==> src/sv/rdwt_pkg.sv <==
package rdwt_pkg;

    localparam int DEVICE_SLOTS_DEF       = 16;
    localparam int SAMPLES_PER_DEVICE_DEF = 32;

    localparam int MAC_W    = 48;
    localparam int RSSI_W   = 8;
    localparam int TIME_W   = 32;
    localparam int ENTRY_W  = TIME_W + RSSI_W;
    localparam int AVG_W    = 12;
    localparam int SCNT_W   = 6;
    localparam int RCNT_W   = 10;
    localparam int AGE_W    = 8;

    localparam logic [AVG_W-1:0] NO_DATA_X16 = 12'(-1520);
    localparam logic [AGE_W-1:0] MAX_AGE_RST = 8'd1;

    // operation codes
    localparam logic [1:0] MODE_RECORD = 2'd0;
    localparam logic [1:0] MODE_QUERY  = 2'd1;
    localparam logic [1:0] MODE_AGE    = 2'd2;
    localparam logic [1:0] MODE_CLEAR  = 2'd3;

    // status codes
    localparam logic [1:0] ST_OK      = 2'd0;
    localparam logic [1:0] ST_UNKNOWN = 2'd1;
    localparam logic [1:0] ST_FULL    = 2'd2;
    localparam logic [1:0] ST_EMPTY   = 2'd3;

    // divider handshake status
    typedef struct packed {
        logic busy;
        logic done;
    } t_div_stat;

endpackage

==> src/sv/rdwt_div.sv <==
module rdwt_div #(
    parameter int NW = 19,
    parameter int CW = 6
) (
    input  logic                  i_clk,
    input  logic                  i_rst_n,
    input  logic                  i_start,
    input  logic [NW-1:0]         i_dividend,
    input  logic [CW-1:0]         i_divisor,
    output rdwt_pkg::t_div_stat   o_stat,
    output logic [NW-1:0]         o_quotient
);
    import rdwt_pkg::*;

    localparam int SW = (NW > 1) ? $clog2(NW + 1) : 1;

    logic [CW:0]   r_rem,  n_rem;
    logic [NW-1:0] r_q,    n_q;
    logic [CW-1:0] r_div,  n_div;
    logic [SW-1:0] r_step, n_step;
    logic          r_busy, n_busy;
    logic          r_done, n_done;
    logic [CW+1:0] trial;
    logic [CW:0]   shifted;

    // one quotient bit per cycle, restoring
    always_comb begin
        n_rem   = r_rem;
        n_q     = r_q;
        n_div   = r_div;
        n_step  = r_step;
        n_busy  = r_busy;
        n_done  = 1'b0;
        shifted = {r_rem[CW-1:0], r_q[NW-1]};
        trial   = {1'b0, shifted} - {2'b00, r_div};
        if (i_start) begin
            n_rem  = '0;
            n_q    = i_dividend;
            n_div  = i_divisor;
            n_step = '0;
            n_busy = 1'b1;
        end else if (r_busy) begin
            if (!trial[CW+1]) begin
                n_rem = trial[CW:0];
                n_q   = {r_q[NW-2:0], 1'b1};
            end else begin
                n_rem = shifted;
                n_q   = {r_q[NW-2:0], 1'b0};
            end
            n_step = r_step + 1'b1;
            if (r_step == SW'(NW - 1)) begin
                n_busy = 1'b0;
                n_done = 1'b1;
            end
        end
    end

    always_ff @(posedge i_clk) begin
        if (!i_rst_n) begin
            r_busy <= 1'b0;
            r_done <= 1'b0;
        end else begin
            r_busy <= n_busy;
            r_done <= n_done;
        end
    end

    always_ff @(posedge i_clk) begin
        r_rem  <= n_rem;
        r_q    <= n_q;
        r_div  <= n_div;
        r_step <= n_step;
    end

    assign o_stat.busy = r_busy;
    assign o_stat.done = r_done;
    assign o_quotient  = r_q;
endmodule

==> config.mk <==
export PLATFORM = sky130hd
export DESIGN_NAME = rdwt_div
export DESIGN_NICKNAME = d
export VERILOG_FILES = /design/src/sv/rdwt_pkg.sv /design/src/sv/rdwt_div.sv
export SDC_FILE = /design/constraint.sdc
export NUM_CORES = 1
export LEC_CHECK = 0
export BUFFER_PORTS_ARGS = -buffer_cell sky130_fd_sc_hd__buf_2
export CAP_MARGIN = 20
export CORE_AREA = 2 2 61 63
export CTS_CLUSTER_DIAMETER = 80
export CTS_CLUSTER_SIZE = 12
export DETAILED_ROUTE_END_ITERATION = 12
export DIE_AREA = 0 0 63 65
export PLACE_DENSITY = 0.79
export SETUP_SLACK_MARGIN = 0.2
export SKIP_CTS_REPAIR_TIMING = 1
export SLEW_MARGIN = 15
export SYNTH_ARGS = -nofsm -noshare
export SYNTH_HDL_FRONTEND = slang
export SYNTH_SLANG_ARGS = --single-unit
export TNS_END_PERCENT = 1
==> constraint.sdc <==
create_clock -name i_clk -period 5.6 [get_ports i_clk]
set_input_delay 0.28 -clock i_clk [delete_from_list [all_inputs] [get_ports i_clk]]
set_output_delay 0.28 -clock i_clk [all_outputs]
set_load 0.02 [all_outputs]
==> impl_metrics.py <==
metrics = {
    "clock_tree": {
        "cts_tree": "yes",
        "cts_max_level": 2,
        "clk_pin_slew_ns": 0.11,
        "cts_made_buffers": 5,
        "clk_path_buf_depth": 2,
        "cts_root_buf": "clkbuf_4",
        "clock_latency_ns": 0.32,
        "clock-sinks": 38,
    },
    "timing": {
        "rsz0062_at_grt": "false",
        "layout_setup_ws_ns": 3.642,
        "drv_slew": 0,
        "tightest_slew_ns": 0.7250,
        "min_period_ns": 1.958,
        "hold_viol_final": 0,
        "max_freq_mhz": 510.7,
        "hold-worst-slack_ns": 0.1221,
        "clock-skew-final_ns": 0.006884,
        "tns_ns": 0,
        "setup_viol": 0,
        "min_period_over_period_pct": 34.97,
        "relSlewSlack_pct": 51.67,
    },
    "logic_synthesis": {
        "syn_area_um2": 1798,
        "synth_seq_cells": 38,
        "ys_types": 32,
        "yosys.area.top_type": "edfxtp_1",
        "ys.warnings.count": 0,
        "synth_area_leaders": "edfxtp_1, dfxtp_1, mux2_2, ha_1, nor2_1",
        "avgSynthCellArea_um2": 13.03,
        "syn_nets": 175,
        "synth_top_area_share_pct": 41.75,
        "seq_area_frac_synth_pct": 56.23,
        "synthCells": 138,
    },
    "global_routing": {
        "grt_pass1_wl_um": 5244,
        "antenna_found_initial": 0,
        "grtUsageTotal_pct": 16.77,
        "grt-ovfl-total": 0,
        "grt_max_degree": 36,
        "use_met3_pct": 4.514,
        "grt_pass1_vias": 1174,
        "grt_busiest_layer": "met2",
        "gr-usage-met2_pct": 28.86,
        "met1_usage_pct": 20.29,
    },
    "finish": {
        "n_antenna_cell": 0,
        "syn2layout_area_growth_pct": 17.75,
        "fillers": 304,
        "final_cell_mix": "buf_2, edfxtp_1, mux2_2",
        "layout_commonest_cell": "buf_2",
        "drive_gt1_share_pct": 44.15,
        "fin_nets": 224,
        "fin_util_pct": 60.56,
    },
    "worst_setup_path": {
        "worstPathArrival_ns": 2.22,
        "cp_num_buf_inv": 2,
        "slowest_stage": "fa_1",
        "rr_endpoint": "r_rem[4]",
        "cpMostUsedCell": "inv_1",
        "worstPathRequired_ns": 5.86,
        "crit_path_end_kind": "register",
        "startpoint_type": "register",
        "crit_path_cell_trace": "inv_1 > ha_1 > inv_1 > fa_1 > a21o_2 > a21oi_1 > xnor2_1 > mux2i_1 > o21ai_0",
        "ff2ff_path_depth": 9,
        "cp_slowest_stage_delay_ns": 0.40,
        "r2r-start": "o_quotient[18]",
        "crit_fanout": 2,
        "r2r_slack_ns": 3.64,
        "path_delay_family": "adder cells",
        "crit_type": "reg -> reg",
    },
    "placed_design": {
        "gp_congestion": 0.8146,
        "port_buffers": 48,
        "pre_cts_slack_ns": 3.561,
        "hpwlAfterDp_um": 2304,
    },
    "run_status": {
        "outcome": "completed",
    },
    "power_and_ir_drop": {
        "power_density_nw_per_um2": 274.1,
        "ir_drop_mv": 0.1835,
        "totalPowerFinal_mw": 0.5804,
        "p_leak_nw": 0.8962,
    },
    "hold_path": {
        "hold_path_end": "r_div[5]",
        "hold_path_depth": 1,
        "worstHoldStart": "i_divisor[5]",
        "hp-class": "in -> reg",
    },
    "floorplan": {
        "rows": 22,
        "initial_core_util_pct": 51.43,
        "die_width_um": 63,
        "die_height_um": 65,
        "pin_count": 49,
        "core_area_um2": 3496,
        "die-area_um2": 4095,
    },
    "routing": {
        "routedWlPerCell_um": 13.22,
        "num_vias": 1183,
        "dr.pass1.iters": 4,
        "drt_iter0_drc": 37,
        "via_per_inst": 5.013,
        "post-route-drc-count": 0,
        "antenna_left": 0,
        "wl_um": 3121,
    },
    "job": {
        "cap_violations": 0,
    },
}
==> sequential cells by signal, indices dropped and copies added (netlist names) <==
signal,cells
o_quotient,19
r_div,6
r_rem,6
r_step,5
r_busy,1
r_done,1
==> cell type report <==
cell class / count / area (um^2) / area share (%)
Sequential cell: 38 / 1011 / 47.75
Multi-Input combinational cell: 84 / 718.2 / 33.92
Timing Repair Buffer: 48 / 240.2 / 11.35
Tap cell: 48 / 60.06 / 2.837
Clock buffer: 6 / 41.29 / 1.950
Inverter: 10 / 37.54 / 1.773
Clock inverter: 2 / 8.758 / 0.4137
==> per-layer routing <==
metal,routed length [um],up-vias
li1,-,589
met1,1409,553
met5,0,-
met2,1536,39
met3,156,2
met4,19,0
==> metrics by stage <==
step | instances | instance area (um^2)
floorplan | 138 | 1798
global placement | 228 | 2067
detailed placement | 228 | 2067
CTS | 236 | 2117
global route | 236 | 2117
finish | 236 | 2117
==> cell usage after synthesis (all sizes together) <==
library cell / instances
a211oi: 4
a21o: 1
a21oi: 3
a31oi: 1
and3: 1
buf: 6
dfxtp: 13
edfxtp: 25
fa: 1
ha: 8
inv: 10
mux2: 20
mux2i: 4
nand2: 6
nand2b: 1
nand4: 2
nand4bb: 1
nor2: 12
nor2b: 1
nor3: 1
o211ai: 1
o21ai: 4
o41ai: 1
or2: 4
xnor2: 3
xor2: 4
==> how the worst max path moves through the flow <==
stage | startpoint | endpoint | slack, ns | depth (start not counted)
final | o_quotient[18] | r_rem[4] | 3.64 | 9
after global routing | o_quotient[18] | r_rem[4] | 3.49 | 9
after CTS | o_quotient[18] | r_rem[4] | 3.61 | 9
after detailed placement | i_start | o_quotient[14] | 3.56 | 3
after global placement | i_start | o_quotient[17] | 3.65 | 3
after floorplan | o_quotient[18] | r_rem[4] | 3.67 | 9
==> power by group <==
group	switching [mW]	internal [mW]
logic	0.0614	0.0507
clock network	0.0811	0.0472
registers	0.0144	0.326
total	0.157	0.424
==> cell families after synthesis <==
kind of cell / count (synthesis) / share of synthesized area, %
buf+inv: 16 / 3.827
mux: 24 / 14.96
flops: 38 / 56.23
fa+ha+maj: 9 / 6.681
xor+xnor: 7 / 3.410
compound gates: 15 / 6.959
simple gates: 29 / 7.933
==> worst reg2reg max path, delay by kind of cell (launching register included) <==
kind                       cells  cell delay, ns
DFF                            1            0.39
adders and majority gates      2            0.58
muxes                          1            0.09
buffers and inverters          2            0.15
xor gates and xnor gates       1            0.15
AOI/OAI and AO/OA              3            0.54
Power figures use the tool's default switching activity.
